## src/rtl/i128gcd_pkg.sv

```systemverilog
`default_nettype none

package i128gcd_pkg;

  // Widths of the stream fields, fixed by the item format.
  localparam int FIELD_BITS = 64;
  localparam int FULL_BITS  = 2 * FIELD_BITS;
  localparam int IN_BITS    = 4 * FIELD_BITS;
  localparam int OUT_BITS   = 136;

  // Commands from the controller to the datapath.
  typedef struct packed {
    logic load_in;     // capture both operands from the input item
    logic start_step;  // set up one remainder for the current pair
    logic div_step;    // one shift-subtract step of the remainder
    logic update;      // a <= b, b <= signed remainder
    logic load_out;    // copy the current a and flag to the output register
  } cmd_t;

  // Status from the datapath to the controller.
  typedef struct packed {
    logic b_zero;      // divisor is zero, Euclid is finished
    logic special;     // most negative value by minus one
  } sts_t;

endpackage

`default_nettype wire

```

## src/rtl/i128gcd_ctrl.sv

```systemverilog
`default_nettype none

module i128gcd_ctrl
  import i128gcd_pkg::*;
#(
  parameter int WORD_BITS = 128
) (
  input  wire logic clk,
  input  wire logic rst,
  input  wire logic in_valid,
  output logic      in_ready,
  output logic      out_valid,
  input  wire logic out_ready,
  input  wire sts_t sts,
  output cmd_t      cmd
);

  localparam int CW = $clog2(WORD_BITS);

  localparam logic [2:0] ST_IDLE   = 3'd0;
  localparam logic [2:0] ST_CHECK  = 3'd1;
  localparam logic [2:0] ST_DIV    = 3'd2;
  localparam logic [2:0] ST_UPDATE = 3'd3;
  localparam logic [2:0] ST_FINISH = 3'd4;

  logic [2:0]    state;
  logic [2:0]    state_next;
  logic [CW-1:0] cnt;
  logic [CW-1:0] cnt_next;
  logic          slot_free;

  assign in_ready  = (state == ST_IDLE);
  assign slot_free = !out_valid || out_ready;

  // Next state, bit counter and commands.
  always_comb begin
    state_next = state;
    cnt_next   = cnt;
    cmd        = '0;
    unique case (state)
      ST_IDLE: begin
        if (in_valid) begin
          cmd.load_in = 1'b1;
          state_next  = ST_CHECK;
        end
      end
      ST_CHECK: begin
        if (sts.b_zero) begin
          state_next = ST_FINISH;
        end else begin
          cmd.start_step = 1'b1;
          cnt_next       = CW'(WORD_BITS - 1);
          state_next     = sts.special ? ST_UPDATE : ST_DIV;
        end
      end
      ST_DIV: begin
        cmd.div_step = 1'b1;
        if (cnt == '0) begin
          state_next = ST_UPDATE;
        end else begin
          cnt_next = cnt - 1'b1;
        end
      end
      ST_UPDATE: begin
        cmd.update = 1'b1;
        state_next = ST_CHECK;
      end
      ST_FINISH: begin
        if (slot_free) begin
          cmd.load_out = 1'b1;
          state_next   = ST_IDLE;
        end
      end
      default: begin
        state_next = ST_IDLE;
      end
    endcase
  end

  // State, counter and output valid register.
  always_ff @(posedge clk) begin
    if (rst) begin
      state     <= ST_IDLE;
      cnt       <= '0;
      out_valid <= 1'b0;
    end else begin
      state <= state_next;
      cnt   <= cnt_next;
      if (cmd.load_out) begin
        out_valid <= 1'b1;
      end else if (out_ready) begin
        out_valid <= 1'b0;
      end
    end
  end

endmodule

`default_nettype wire

```

## src/rtl/i128gcd_dp.sv

```systemverilog
`default_nettype none

module i128gcd_dp
  import i128gcd_pkg::*;
#(
  parameter int WORD_BITS = 128
) (
  input  wire logic                 clk,
  input  wire logic [FULL_BITS-1:0] first_in,
  input  wire logic [FULL_BITS-1:0] second_in,
  input  wire cmd_t                 cmd,
  output sts_t                      sts,
  output logic [FULL_BITS-1:0]      result,
  output logic                      result_flag
);

  localparam int W = WORD_BITS;

  logic [W-1:0] a;
  logic [W-1:0] b;
  logic [W-1:0] num;
  logic [W-1:0] den;
  logic [W-1:0] rem;
  logic         negate;
  logic         flag;
  logic [W-1:0] mag_a;
  logic [W-1:0] mag_b;
  logic [W-1:0] rem_shift;
  logic [W:0]   rem_diff;
  logic [W-1:0] min_val;

  assign min_val = {1'b1, {(W-1){1'b0}}};

  // Status toward the controller.
  assign sts.b_zero  = (b == '0);
  assign sts.special = (a == min_val) && (b == '1);

  // Magnitudes; the most negative value maps to 2^(W-1), which still fits.
  assign mag_a = a[W-1] ? (~a + 1'b1) : a;
  assign mag_b = b[W-1] ? (~b + 1'b1) : b;

  // One restoring step: the partial remainder stays below the divisor,
  // so its top bit is free for the shift.
  assign rem_shift = {rem[W-2:0], num[W-1]};
  assign rem_diff  = {1'b0, rem_shift} - {1'b0, den};

  // Operand pair, divider registers and flag.
  always_ff @(posedge clk) begin
    if (cmd.load_in) begin
      a    <= first_in[W-1:0];
      b    <= second_in[W-1:0];
      flag <= 1'b0;
    end
    if (cmd.start_step) begin
      num    <= mag_a;
      den    <= mag_b;
      rem    <= '0;
      negate <= a[W-1];
      if (sts.special) begin
        flag <= 1'b1;
      end
    end
    if (cmd.div_step) begin
      num <= {num[W-2:0], 1'b0};
      rem <= rem_diff[W] ? rem_shift : rem_diff[W-1:0];
    end
    if (cmd.update) begin
      a <= b;
      b <= negate ? (~rem + 1'b1) : rem;
    end
  end

  // Output register, sign-extended to the full 128 bits.
  always_ff @(posedge clk) begin
    if (cmd.load_out) begin
      result      <= FULL_BITS'($signed(a));
      result_flag <= flag;
    end
  end

endmodule

`default_nettype wire

```

## src/rtl/int128_euclid_gcd_top.sv

```systemverilog
`default_nettype none

// Signed GCD of two 128-bit integers by Euclid's algorithm with truncated
// remainder: (a, b) <- (b, a rem b) until b is zero, and the last a is
// returned, so the result keeps the sign that the remainders give it and is
// a itself when b starts at zero. With WORD_BITS below 128 each operand is
// the low WORD_BITS bits of its input, sign-extended, and the result is
// sign-extended to 128 bits. The remainder of the most negative value by
// minus one is taken as zero and sets overflow_seen. One item is worked on
// at a time; a finished result waits in the output register while the next
// item is taken. Each Euclid step is one check, WORD_BITS shift-subtract
// steps of the bit-serial remainder unit and one update; the overflow case
// skips the shift-subtract steps. The step count is data dependent, at most
// about 1.44 * WORD_BITS + 2 (about 185 steps for 128 bits); typical
// operands take a few dozen steps.

module int128_euclid_gcd_top
  import i128gcd_pkg::*;
#(
  parameter int WORD_BITS = 128
) (
  input  wire logic                clk,
  input  wire logic                rst,
  input  wire logic                s_tvalid,
  output logic                     s_tready,
  // first_high [63:0], first_low [127:64], second_high [191:128],
  // second_low [255:192]
  input  wire logic [IN_BITS-1:0]  s_tdata,
  output logic                     m_tvalid,
  input  wire logic                m_tready,
  // divisor_high [63:0], divisor_low [127:64], overflow_seen [128],
  // zero fill [135:129]
  output logic [OUT_BITS-1:0]      m_tdata
);

  cmd_t                 cmd;
  sts_t                 sts;
  logic [FULL_BITS-1:0] first_in;
  logic [FULL_BITS-1:0] second_in;
  logic [FULL_BITS-1:0] result;
  logic                 result_flag;

  // Reassemble the operands as high half over low half.
  assign first_in  = {s_tdata[FIELD_BITS-1:0], s_tdata[2*FIELD_BITS-1:FIELD_BITS]};
  assign second_in = {s_tdata[3*FIELD_BITS-1:2*FIELD_BITS],
                      s_tdata[4*FIELD_BITS-1:3*FIELD_BITS]};

  i128gcd_ctrl #(
    .WORD_BITS (WORD_BITS)
  ) u_ctrl (
    .clk       (clk),
    .rst       (rst),
    .in_valid  (s_tvalid),
    .in_ready  (s_tready),
    .out_valid (m_tvalid),
    .out_ready (m_tready),
    .sts       (sts),
    .cmd       (cmd)
  );

  i128gcd_dp #(
    .WORD_BITS (WORD_BITS)
  ) u_dp (
    .clk         (clk),
    .first_in    (first_in),
    .second_in   (second_in),
    .cmd         (cmd),
    .sts         (sts),
    .result      (result),
    .result_flag (result_flag)
  );

  // Pack the result item.
  assign m_tdata = {{(OUT_BITS - FULL_BITS - 1){1'b0}}, result_flag,
                    result[FIELD_BITS-1:0], result[FULL_BITS-1:FIELD_BITS]};

endmodule

`default_nettype wire

```

## config.mk

```make
export PLATFORM = sky130hd
export DESIGN_NAME = int128_euclid_gcd_top
export DESIGN_NICKNAME = d
export VERILOG_FILES = /design/src/rtl/i128gcd_pkg.sv /design/src/rtl/i128gcd_ctrl.sv /design/src/rtl/i128gcd_dp.sv /design/src/rtl/int128_euclid_gcd_top.sv
export SDC_FILE = /design/constraint.sdc
export NUM_CORES = 2
export LEC_CHECK = 0
export ABC_AREA = 1
export BUFFER_PORTS_ARGS = -buffer_cell sky130_fd_sc_hd__buf_4
export CAP_MARGIN = 20
export CORE_ASPECT_RATIO = 1.5
export CORE_MARGIN = 2
export CORE_UTILIZATION = 35
export CTS_CLUSTER_SIZE = 14
export DETAILED_ROUTE_END_ITERATION = 12
export HOLD_SLACK_MARGIN = 0.03
export MAX_ROUTING_LAYER = met4
export SLEW_MARGIN = 0
export SYNTH_ARGS = -nofsm -noshare
export SYNTH_HDL_FRONTEND = slang
export SYNTH_SLANG_ARGS = --single-unit
```

## constraint.sdc

```tcl
create_clock -name clk -period 7 [get_ports clk]
set_input_delay 0.7 -clock clk [delete_from_list [all_inputs] [get_ports clk]]
set_output_delay 0.7 -clock clk [all_outputs]
set_load 0.02 [all_outputs]
```

==> flow_summary.json <==
{
  "worst_clock_skew_ps": 46.2,
  "crit_start": "u_dp.num[127]",
  "cts_sinks": 782,
  "worstReg2RegStart": "u_dp.num[127]",
  "nNetsFinal": 9547,
  "startpoint_type": "flip-flop",
  "post_cts_buffers": 0,
  "critPathTopFamily": "simple AND/OR/NAND/NOR gates",
  "path_cells": "inv_1 -> ha_1 -> fa_1 -> inv_1 -> nand3_1 -> nand2_2 -> nand2_2 -> nand2_4 -> nand2_2 -> nand2_2 -> nand2_2 -> nand2_2 -> nand2_2 -> nand2_4 -> nand2_4 -> nand2_4 -> buf_4 -> inv_2 -> buf_4 -> nor2_1 -> nor2_1",
  "cp.arrival_ps": 5500,
  "finalHoldViolations": 0,
  "globalplace.congestion": 1.14,
  "drive_gt1_share_pct": 7.87,
  "clock_latency_ps": 740,
  "drt_iter0_markers": 6491,
  "root_buffer": "clkbuf_16",
  "htreeDepth": 3,
  "io_pins": 398,
  "fin_tns_setup_ps": 0,
  "numCtsBuffers": 85,
  "ys_seq_area_share_pct": 39.3,
  "cts_tree": "yes",
  "dr.pass1.iters": 6,
  "dp_hpwl_mm": 288,
  "critical_path_buf_inv_count": 5,
  "slew_viol_final": 0,
  "powerDensity_nw_per_um2": 330,
  "start_util_pct": 35.1,
  "period_minus_slack_ps": 5010,
  "ctsLongestPathBuffers": 3,
  "end_kind": "flip-flop",
  "status": "finished, final reports clean",
  "required_ps": 7500,
  "dieArea_um2": 173000,
  "yosysWarnings": 0,
  "drc": 0,
  "io_buffers": 390,
  "clk_pin_slew_ps": 70,
  "path_class": "reg -> reg",
  "synth_seq_cells": 782,
  "cap_viol_max_count": 0,
  "hold_class": "in -> reg",
  "cts_resized": 0,
  "max_stage_delay_ps": 740,
  "rows": 185,
  "antenna_found_initial": 22,
  "maxSlewHeadroom_pct": 15.0,
  "fmax_ghz": 0.200,
  "crit_slowest_cell": "edfxtp_1",
  "setup_viol": 0,
  "syn_inst": 8803,
  "grt_pass1_wl_mm": 464,
  "wire_per_inst_um": 30.1,
  "whs_ps": 247,
  "cts_hold_buf": 0,
  "vias": 61925,
  "power_leakage_uw": 0.0317,
  "cp_max_fo": 51,
  "die_h_um": 509,
  "min_period_over_period_pct": 71.5,
  "synth.distinct_cells": 54,
  "syn_avg_cell_area_um2": 6.76,
  "cpMostUsedCell": "nand2_2",
  "grt_usage_pct": 40.0,
  "grt_pass1_vias": 59939,
  "ant_nets": 0,
  "area_delta_synth_final_pct": 14.0,
  "overflow": 0,
  "worst_pin_slew_ps": 1270,
  "peakVddDrop_v": 0.000218,
  "drt_wl_total_mm": 345,
  "core_area_um2": 169000,
  "grt_max_degree": 178,
  "via_per_inst": 5.40,
  "die_w_um": 341,
  "min-delay-start": "rst",
  "synthesis.area_um2": 59500,
  "rsz0062_at_grt": "false"
}
[through the flow]
stage               utilization [%]  cells  area, µm²  power, µW  setup WS, ps
floorplan                         -   8809      59500      13100           272
global placement               38.3  11305      64900      17200          2180
detailed placement             38.4  11307      64900      17200          2140
CTS                            40.1  11463      67800      22100          2100
global route                   40.1  11468      67800      23300          1830
finish                         40.1  11474      67800      22400          1990
[state kept, by name (all words and copies together) (netlist names)]
signal / cells
u_dp.num: 128
u_ctrl.cnt: 7
u_dp.rem: 128
u_dp.result_flag: 1
u_ctrl.state: 3
u_dp.negate: 1
u_dp.den: 128
u_dp.result: 128
u_dp.flag: 1
u_ctrl.out_valid: 1
u_dp.a: 128
u_dp.b: 128
[placed cells by master, fill, tap and decap left out, drive strengths merged, types with 5 or more instances in the layout]
cell type  synthesis  layout
a21oi            182     182
a31oi             47      47
and2               6       6
buf               69     448
bufinv             0       8
clkbuf           123     100
clkinv            15      51
conb               1       7
dfxtp             13      13
diode              0       9
edfxtp           769     769
ha               134     134
inv             1552    1562
nand2           2894    2894
nand3            505     505
nand3b            34      34
nand4            219     219
nor2            1193    1193
nor3             103     103
nor3b              9       9
nor4              38      38
o211ai             8       8
o21ai            531     531
o21bai             5       5
o31ai             13      13
or2               15      15
xnor2             31      31
xor2             277     277
[final timing paths]
check / slack (ps) / to / cells past startpoint
setup / recovery: 1990 / u_dp.rem[19] / 21
hold / removal: 250 / u_ctrl.state[2] / 2
setup reg to reg: 1990 / u_dp.rem[19] / 21
hold reg to reg: 460 / u_dp.result[47] / 0
[cell type report]
cell class	count	area, µm²
Fill cell	18341	101000
Multi-Input combinational cell	6268	29400
Sequential cell	782	23400
Inverter	1567	5890
Timing Repair Buffer	448	3430
Tap cell	2244	2810
Clock buffer	100	2210
Clock inverter	56	667
Antenna cell	9	22.5
[where the power goes]
group	leakage [µW]	switching [µW]	internal [µW]	total [µW]
clock	0.00140	2260	2620	4870
sequential	0.00741	928	6440	7370
combinational	0.0229	7640	2490	10100
total	0.0317	10800	11500	22400
[worst register-to-register path, delay by kind of cell (launching register included)]
| family | cells | cell delay, ps |
|---|---|---|
| DFF | 1 | 740 |
| buffers and inverters | 5 | 1020 |
| and+or+nand+nor | 14 | 2330 |
| adders and majority gates | 2 | 690 |
[synth_stat cells (all sizes together)]
master | n | share of area, %
clkbuf | 123 | 0.78
xnor2 | 31 | 0.46
and3b | 1 | 0.015
buf | 69 | 0.75
and3 | 4 | 0.042
nand4 | 219 | 2.3
o21bai | 5 | 0.063
o2111ai | 1 | 0.015
clkinv | 15 | 0.095
edfxtp | 769 | 39
a21oi | 182 | 1.6
a22o | 2 | 0.029
nor3b | 9 | 0.11
and2 | 6 | 0.063
o211ai | 8 | 0.10
a21o | 1 | 0.013
nand3 | 505 | 4.3
nor4 | 38 | 0.40
o21ai | 531 | 4.5
o31ai | 13 | 0.16
nor4b | 1 | 0.015
ha | 134 | 2.8
fa | 1 | 0.034
nor2 | 1193 | 7.8
nor3 | 103 | 0.93
a2bb2oi | 1 | 0.015
nand3b | 34 | 0.43
a41oi | 2 | 0.029
xor2 | 277 | 4.1
o41ai | 1 | 0.015
inv | 1552 | 9.8
or2 | 15 | 0.16
o22ai | 2 | 0.021
dfxtp | 13 | 0.44
a31oi | 47 | 0.49
conb | 1 | 0.0063
nand2 | 2894 | 18
[layer usage]
layer	track usage [%]	up-vias	wire length (µm)
li1	-	28565	-
met4	33.4	0	36100
met5	-	-	0
met3	4.42	815	21700
met2	63.9	3045	159000
met1	45.0	29500	128000
[kinds of logic after synthesis]
logic type / synth area share (%)
simple gates: 34.9
fa+ha+maj: 2.85
xor+xnor: 4.54
other cells: 0.00631
flops: 39.3
buf+inv: 11.4
compound gates: 7.00
Note: power is estimated with default switching activity, not from simulation.
